<file path="src/hdl/assert_macros.svh">
// Assertion macros shared by the swept box trace RTL.
// No dependencies; included by the files that check their own logic.
`ifndef ASSERT_MACROS_SVH
`define ASSERT_MACROS_SVH

// Same-cycle implication, disabled during reset.
`define SBST_ASSERT_IMP(label, clk, rst, ante, cons) \
   label: assert property (@(posedge clk) disable iff (rst) (ante) |-> (cons)) \
      else $error("swept box trace check failed");

// Next-cycle implication, disabled during reset.
`define SBST_ASSERT_NEXT(label, clk, rst, ante, cons) \
   label: assert property (@(posedge clk) disable iff (rst) (ante) |=> (cons)) \
      else $error("swept box trace check failed");

`endif

</file>
<file path="src/hdl/sbst_pkg.sv">
// Package for the swept box slab trace: formats, widths, codes and shared types.
// No dependencies; every other file but assert_macros.svh imports it.
`timescale 1ns / 1ps

package sbst_pkg;

   localparam int COORD_BITS    = 21;
   localparam int FRACTION_BITS = 16;
   localparam int WORD_W        = 63;
   // slab bound minus start, sign flipped: needs three bits over a coordinate
   localparam int WIDE_W        = COORD_BITS + 3;
   localparam int DIST_W        = COORD_BITS + 1;
   localparam int PROD_W        = WIDE_W + DIST_W + 1;
   localparam int SCALE_W       = FRACTION_BITS + 1 + DIST_W;

   localparam int CSR_IDX_W = 1;
   localparam logic [CSR_IDX_W-1:0] CSR_MOVER_MIN = 1'b0;
   localparam logic [CSR_IDX_W-1:0] CSR_MOVER_MAX = 1'b1;

   localparam logic [FRACTION_BITS:0] FRAC_ONE = {1'b1, {FRACTION_BITS{1'b0}}};

   typedef enum logic [1:0] {
      OUT_MISS  = 2'd0,
      OUT_FREE  = 2'd1,
      OUT_SOLID = 2'd2,
      OUT_HIT   = 2'd3
   } outcome_type;

   typedef logic [1:0] axis_type;
   localparam axis_type AXIS_X = 2'd0;
   localparam axis_type AXIS_Z = 2'd2;

   typedef struct packed {
      logic full;
      logic empty;
   } queue_status_type;

   typedef struct packed {
      outcome_type                   outcome;
      logic [DIST_W-1:0]             en_num;
      logic [DIST_W-1:0]             en_den;
      axis_type                      axis;
      logic                          neg;
      logic [2:0][COORD_BITS-1:0]    start;
      logic [2:0][DIST_W-1:0]        delta;
      logic [WORD_W-1:0]             end_word;
   } queue_item_type;

   function automatic logic signed [COORD_BITS-1:0] coord_of(input logic [WORD_W-1:0] w,
                                                             input int k);
      return $signed(w[k*COORD_BITS +: COORD_BITS]);
   endfunction

endpackage

</file>
<file path="src/hdl/sbst_queue.sv">
// Short queue of classified words between the front and back ends.
// Depends on sbst_pkg for the word and status types.
`timescale 1ns / 1ps

module sbst_queue import sbst_pkg::*; #(
   parameter int DEPTH = 4
) (
   input  logic             clock,
   input  logic             reset,
   input  logic             push,
   input  queue_item_type   push_item,
   input  logic             pop,
   output queue_item_type   pop_item,
   output queue_status_type status
);

   localparam int PTR_W = (DEPTH > 1) ? $clog2(DEPTH) : 1;
   localparam int CNT_W = $clog2(DEPTH + 1);
   localparam logic [PTR_W-1:0] LAST_PTR = PTR_W'(DEPTH - 1);

   queue_item_type   slots [DEPTH];
   logic [PTR_W-1:0] wr_ptr_ff, wr_ptr_in;
   logic [PTR_W-1:0] rd_ptr_ff, rd_ptr_in;
   logic [CNT_W-1:0] count_ff, count_in;

   always_comb begin
      wr_ptr_in = wr_ptr_ff;
      rd_ptr_in = rd_ptr_ff;
      count_in  = count_ff;
      if (push)
         wr_ptr_in = (wr_ptr_ff == LAST_PTR) ? '0 : wr_ptr_ff + PTR_W'(1);
      if (pop)
         rd_ptr_in = (rd_ptr_ff == LAST_PTR) ? '0 : rd_ptr_ff + PTR_W'(1);
      if (push && !pop)
         count_in = count_ff + CNT_W'(1);
      else if (pop && !push)
         count_in = count_ff - CNT_W'(1);
   end

   always_ff @(posedge clock) begin
      if (reset) begin
         wr_ptr_ff <= '0;
         rd_ptr_ff <= '0;
         count_ff  <= '0;
      end else begin
         wr_ptr_ff <= wr_ptr_in;
         rd_ptr_ff <= rd_ptr_in;
         count_ff  <= count_in;
      end
   end

   always_ff @(posedge clock) begin
      if (push)
         slots[wr_ptr_ff] <= push_item;
   end

   assign pop_item     = slots[rd_ptr_ff];
   assign status.full  = (count_ff == CNT_W'(DEPTH));
   assign status.empty = (count_ff == '0);

endmodule

</file>
<file path="config.mk">
export PLATFORM = sky130hd
export DESIGN_NAME = sbst_queue
export DESIGN_NICKNAME = d
export VERILOG_FILES = /design/src/hdl/assert_macros.svh /design/src/hdl/sbst_pkg.sv /design/src/hdl/sbst_queue.sv
export SDC_FILE = /design/constraint.sdc
export NUM_CORES = 1
export LEC_CHECK = 0
export BUFFER_PORTS_ARGS = -buffer_cell sky130_fd_sc_hd__buf_2
export CAP_MARGIN = 20
export CORE_MARGIN = 4
export CORE_UTILIZATION = 45
export CTS_BUF_LIST = sky130_fd_sc_hd__clkbuf_4 sky130_fd_sc_hd__clkbuf_8
export DETAILED_ROUTE_END_ITERATION = 12
export SLEW_MARGIN = 20
export SYNTH_ARGS = -nofsm -noshare
export SYNTH_HDL_FRONTEND = slang
export SYNTH_SLANG_ARGS = --single-unit
</file>
<file path="constraint.sdc">
create_clock -name clock -period 14.5 [get_ports clock]
set_input_delay 1.45 -clock clock [delete_from_list [all_inputs] [get_ports clock]]
set_output_delay 1.45 -clock clock [all_outputs]
set_load 0.01 [all_outputs]
</file>
Yosys cells after proc, flatten, opt, wreduce, memory -nomap -nowiden
Memory sizes are Yosys's and may differ from the RTL's. A register that Yosys moved wholly into a read port is not among the register bits.
Cells that the tools add are included.
{"block": "totals", "ff_bits": 7, "ramBits": 964, "input_bits": 245, "output_inout_bits": 243, "elab_cells": 25, "memories": 1}
{"block": "op_classes", "n_addsub": 4, "n_eq_ne": 3, "muxes": 8, "reduce_logical": 6}
{"name": "slots", "words": 4, "word_bits": 241, "rd": 1, "rd_ports_with_merged_regs": 1, "write_ports": 1, "line_no": "sbst_queue.sv:21", "source": "queue_item_type slots [DEPTH];"}
{"op": "two-way mux 2 bit", "n": 4}
{"op": "two-way mux 3 bit", "n": 2}
{"op": "adder 2 x 1 -> 2 bit (second input constant)", "n": 2}
{"op": "equality test 2 bit (second input constant)", "n": 2}
{"op": "adder 3 x 1 -> 3 bit (second input constant)", "n": 1}
{"op": "equality test 3 bit (second input constant)", "n": 1}
{"op": "zero test 3 bit", "n": 1}
{"op": "subtractor 3 x 1 -> 3 bit (second input constant)", "n": 1}
{"op": "logical AND 1 bit", "n": 2}
{"op": "zero test 1 bit", "n": 2}
{"op": "two-way mux 1 bit", "n": 2}
{"op": "nonzero test 2 bit", "n": 1}

Logic depth before layout (Yosys ltp)
{"block": "depth", "depth_word": 4, "ltp_mapped": 7, "ltp_nobuf": 7}

Worst setup path before layout
Ideal clock, no wire load.
{"block": "synth_path", "path_kind": "input port to flip-flop", "from": "input push", "to": "memory slots[0][0] in the netlist's numbering (enable)", "setup_time_ns": 0.631, "arrival_ns": 6.901, "required_ns": 13.869, "slack_ns": 6.967, "cell_stages": 1, "n_path_buf": 0, "cell_sequence": "and2_1"}
{"block": "synth_between", "elab_chain_cells": 2}
{"item": "start: declaration", "line_no": "sbst_queue.sv:10", "source": "input logic push,"}
{"item": "two-way mux 1 bit", "line_no": "sbst_queue.sv:53", "source": "if (push)"}
{"item": "two-way mux 1 bit (implied by the code)", "line_no": "sbst_queue.sv:54", "source": "slots[wr_ptr_ff] <= push_item;"}
{"item": "end: declaration", "line_no": "sbst_queue.sv:21"}
No other way between the ends.

==> reports/results.md <==
• 14.0 nW — leakage power
• reg -> out — CP Class
• 0 — cts hold-fix bufs
• 27.0 µm² — mean instance size in the synthesized netlist
• 10,800 ps — setup slack on the worst flop-to-flop path
• 3 — maximum count of clock buffers along a single path
• 0 — number of gates given a new drive strength after cts
• wr_ptr_ff[0] — launch instance of the worst register-to-register path
• 8800 ps — slack of the critical path
• 144 mW/mm² — Pwr Density
• 5700 ps — post-layout min period
• no — RSZ-0062 raised after global routing
• count_ff[2] — destination of the worst hold path
• 0 — pins over their slew limit
• 26 — number of antenna violations at the first check in global routing
• 43,900 µm — DP HPWL
• 72,100 µm — final wirelength
• 0.721 — RePlAce Congestion
• 18.8% — area grow syn2layout
• 0 — DRC Markers
• completed — outcome
• 834 — Iter 0 DRT Violations
• 1,303 — cell count after synthesis
• 0.0846 mV — Peak VDD IR
• 0.0775 mm² — core outline area
• 0 — total of max-cap violations
• 4 — Worst R2R Path Depth
• 6.01 mW — total power of the final layout
• dfxtp_4 — Slowest-stage cell, CP
• 0.084 — combinational cell fraction of total power
• 4 — Clock H-tree levels
• 0 — post-CTS setup repair buffer count
• 30.0 ps — worst setup skew after layout
• 0.543 — part of the total power dissipated in sequential elements
• 288 µm — die height
• 9520 ps — setup slack after placement
• 930 ps — maximum single-stage delay on the critical path
• 0 — GR Overflow Total
• 2 — cell count of the worst hold path
• 0.0352 mm² — synthesized cell area
• 0.00568 mm² — total area of multi-input combinational cells
• 288 µm — chip width
• 4250 ps — Arrival @ worst endpoint
• buf_4 — cell type with the highest occurrence count on the critical path
• 0 — final count of hold timing violations
• 5 — number of optimization iterations in the first detailed-route pass
• flip-flop — kind of start point of the critical path
• 60 ps — CTS clock-pin slew for the worst setup and hold paths
• 1.34 mW — net switching power figure
• 973 — post-synthesis sequential element count
• 13,050 ps — Worst Path Required
• buf_4, buf_4, mux4_2, buf_2 — crit path cell chain
• 17,200 — vias in the first global route
• 102 — number of standard-cell rows in the floorplan
• 0.827 — sequential-to-total area share from yosys stat
• 1,555 — Synthesized Nets
• clkbuf_8 — CTS root buf
• 0.492 — fraction of final layout cells sized beyond drive strength 1
• 0.174 — total global-route track usage
• 0 — YS warnings
• 16,000 — total via count after detailed routing
• yes — clock tree from TritonCTS
• 125 — pin count of the biggest net entering global routing
• 0.223 — switching part of the total
• 64 — critical path peak fanout
• 0 — Post-DRT Antenna Nets
• 0 ps — Total Negative Setup Slacks
• 5.17 — Vias/cell
• slots[3][119] — endpoint of the most critical register-to-register path
• reg -> reg — worst min-delay path category
• 158 — TritonCTS Buffers
• 18 — Cell variety after synth
• edfxtp_1 (964), buf_2 (487), mux4_2 (241), clkbuf_8 (161), clkbuf_4 (64) — most frequent cells in the layout
• 0.393 — ratio of final minimum period to clock period
• 0.307 — Relative slew margins
• 3,094 — Non-Filler Instances
• 973 — clock sinks
• count_ff[2] — min-delay src
• output pin — type of element capturing the critical path
• 0.455 — Initial Utilization
• 0.373 — Clock Power Share
• 5,967 — fill cell instance count of the final layout
• 0 — final setup violation count
• 107,000 µm — wire length of the first global-routing pass
• edfxtp_1 — most common library cell in the layout ignoring fill and taps
• 488 — I/O pin count
• 2,795 — placed insts
• 23.3 µm — drt wl/cell
• 2,167 — Final nets
• 760 ps — insertion delay of the later-clocked pin in the worst-skew pair
• 0.0828 mm² — die area
• 0.0291 mm² — area taken by flip-flops and latches
• 1040 ps — measured slew at the worst slew-check pin
• 4.67 mW — Int Power
• 176 MHz — upper clock frequency limit
• 487 — number of input and output port buffers inserted
## cells by family (layout without fill, tap and decap cells)
| logic type | after synthesis | count (layout) | share of synthesized area |
|---|---|---|---|
| flip-flops | 973 | 973 | 0.827 |
| multiplexers | 245 | 245 | 0.155 |
| buffers and inverters | 58 | 793 | 0.0118 |
| AND/OR/NAND/NOR | 15 | 15 | 0.00220 |
| adder cells (fa/ha/maj) | 7 | 7 | 0.00270 |
| AO/OA/AOI/OAI | 3 | 3 | 0.000426 |
| XOR/XNOR | 2 | 2 | 0.000497 |
| other | 0 | 16 | 0 |
## worst max path at each step
stage              start       endpoint  cells past startpoint
2_1_floorplan       push    slots[0][0]                      1
3_3_place_gp   flip-flop  pop_item[172]                      4
5_1_grt        flip-flop  pop_item[221]                      4
3_5_place_dp   flip-flop  pop_item[221]                      4
6_report       flip-flop  pop_item[221]                      4
4_1_cts        flip-flop  pop_item[221]                      4
## area by class of cell
class	count	area share
diodes	16	0.000957
clock buffers	225	0.0644
clock inverters	58	0.00855
inverters	4	0.000359
multi-input cells	272	0.136
flip-flops and latches	973	0.696
well taps	1040	0.0311
repair buffers	506	0.0624
## synth_stat cells
cell type | n | area, µm²
or3_1 | 1 | 6.26
mux4_2 | 241 | 5430
nor3_1 | 1 | 5.00
a21oi_1 | 2 | 10.0
fa_1 | 1 | 20.0
clkbuf_1 | 6 | 22.5
nor2_1 | 7 | 26.3
nor3b_1 | 2 | 15.0
dfxtp_1 | 9 | 180
buf_2 | 26 | 130
inv_1 | 4 | 15.0
and2_1 | 4 | 25.0
mux2i_1 | 4 | 40.0
ha_1 | 6 | 75.1
edfxtp_1 | 964 | 28900
o21ai_0 | 1 | 5.00
buf_6 | 22 | 248
xor2_1 | 2 | 17.5
## metrics by stage
step | cell area (µm²) | utilization | hold slack, ps
CTS | 41800 | 0.540 | 518
finish | 41800 | 0.540 | 512
detailed placement | 38700 | 0.500 | 515
global placement | 38700 | 0.500 | 478
floorplan | 35200 | - | 460
global route | 41800 | 0.540 | 565
## state kept, by name, summed over array words and instances (netlist names), named ones only
name	cells
slots	964
rd_ptr_ff	2
count_ff	3
wr_ptr_ff	2
## worst max-delay path, delay by kind of cell, from the launching register on
family | cells | cell delay, ps
buffers and inverters | 3 | 1920
multiplexers | 1 | 460
flip-flops | 1 | 930
## routing by layer
layer / wire [µm] / GRT usage / part of all wire / up-vias
li1: - / - / - / 6966
met1: 26800 / 0.208 / 0.37 / 8322
met2: 36300 / 0.287 / 0.50 / 544
met3: 7550 / 0.0808 / 0.10 / 129
met4: 1290 / 0.0497 / 0.018 / 24
met5: 145 / 0 / 0.0020 / -
## power groups by stage
stage	clock network (mW)	logic (mW)	registers [mW]
after floorplan	0	0.296	3.33
after global placement	0	0.512	3.32
after detailed placement	0	0.518	3.32
after CTS	2.33	0.520	3.27
after global routing	2.47	0.546	3.27
final	2.24	0.503	3.26
(Power assumes the default switching activity.)
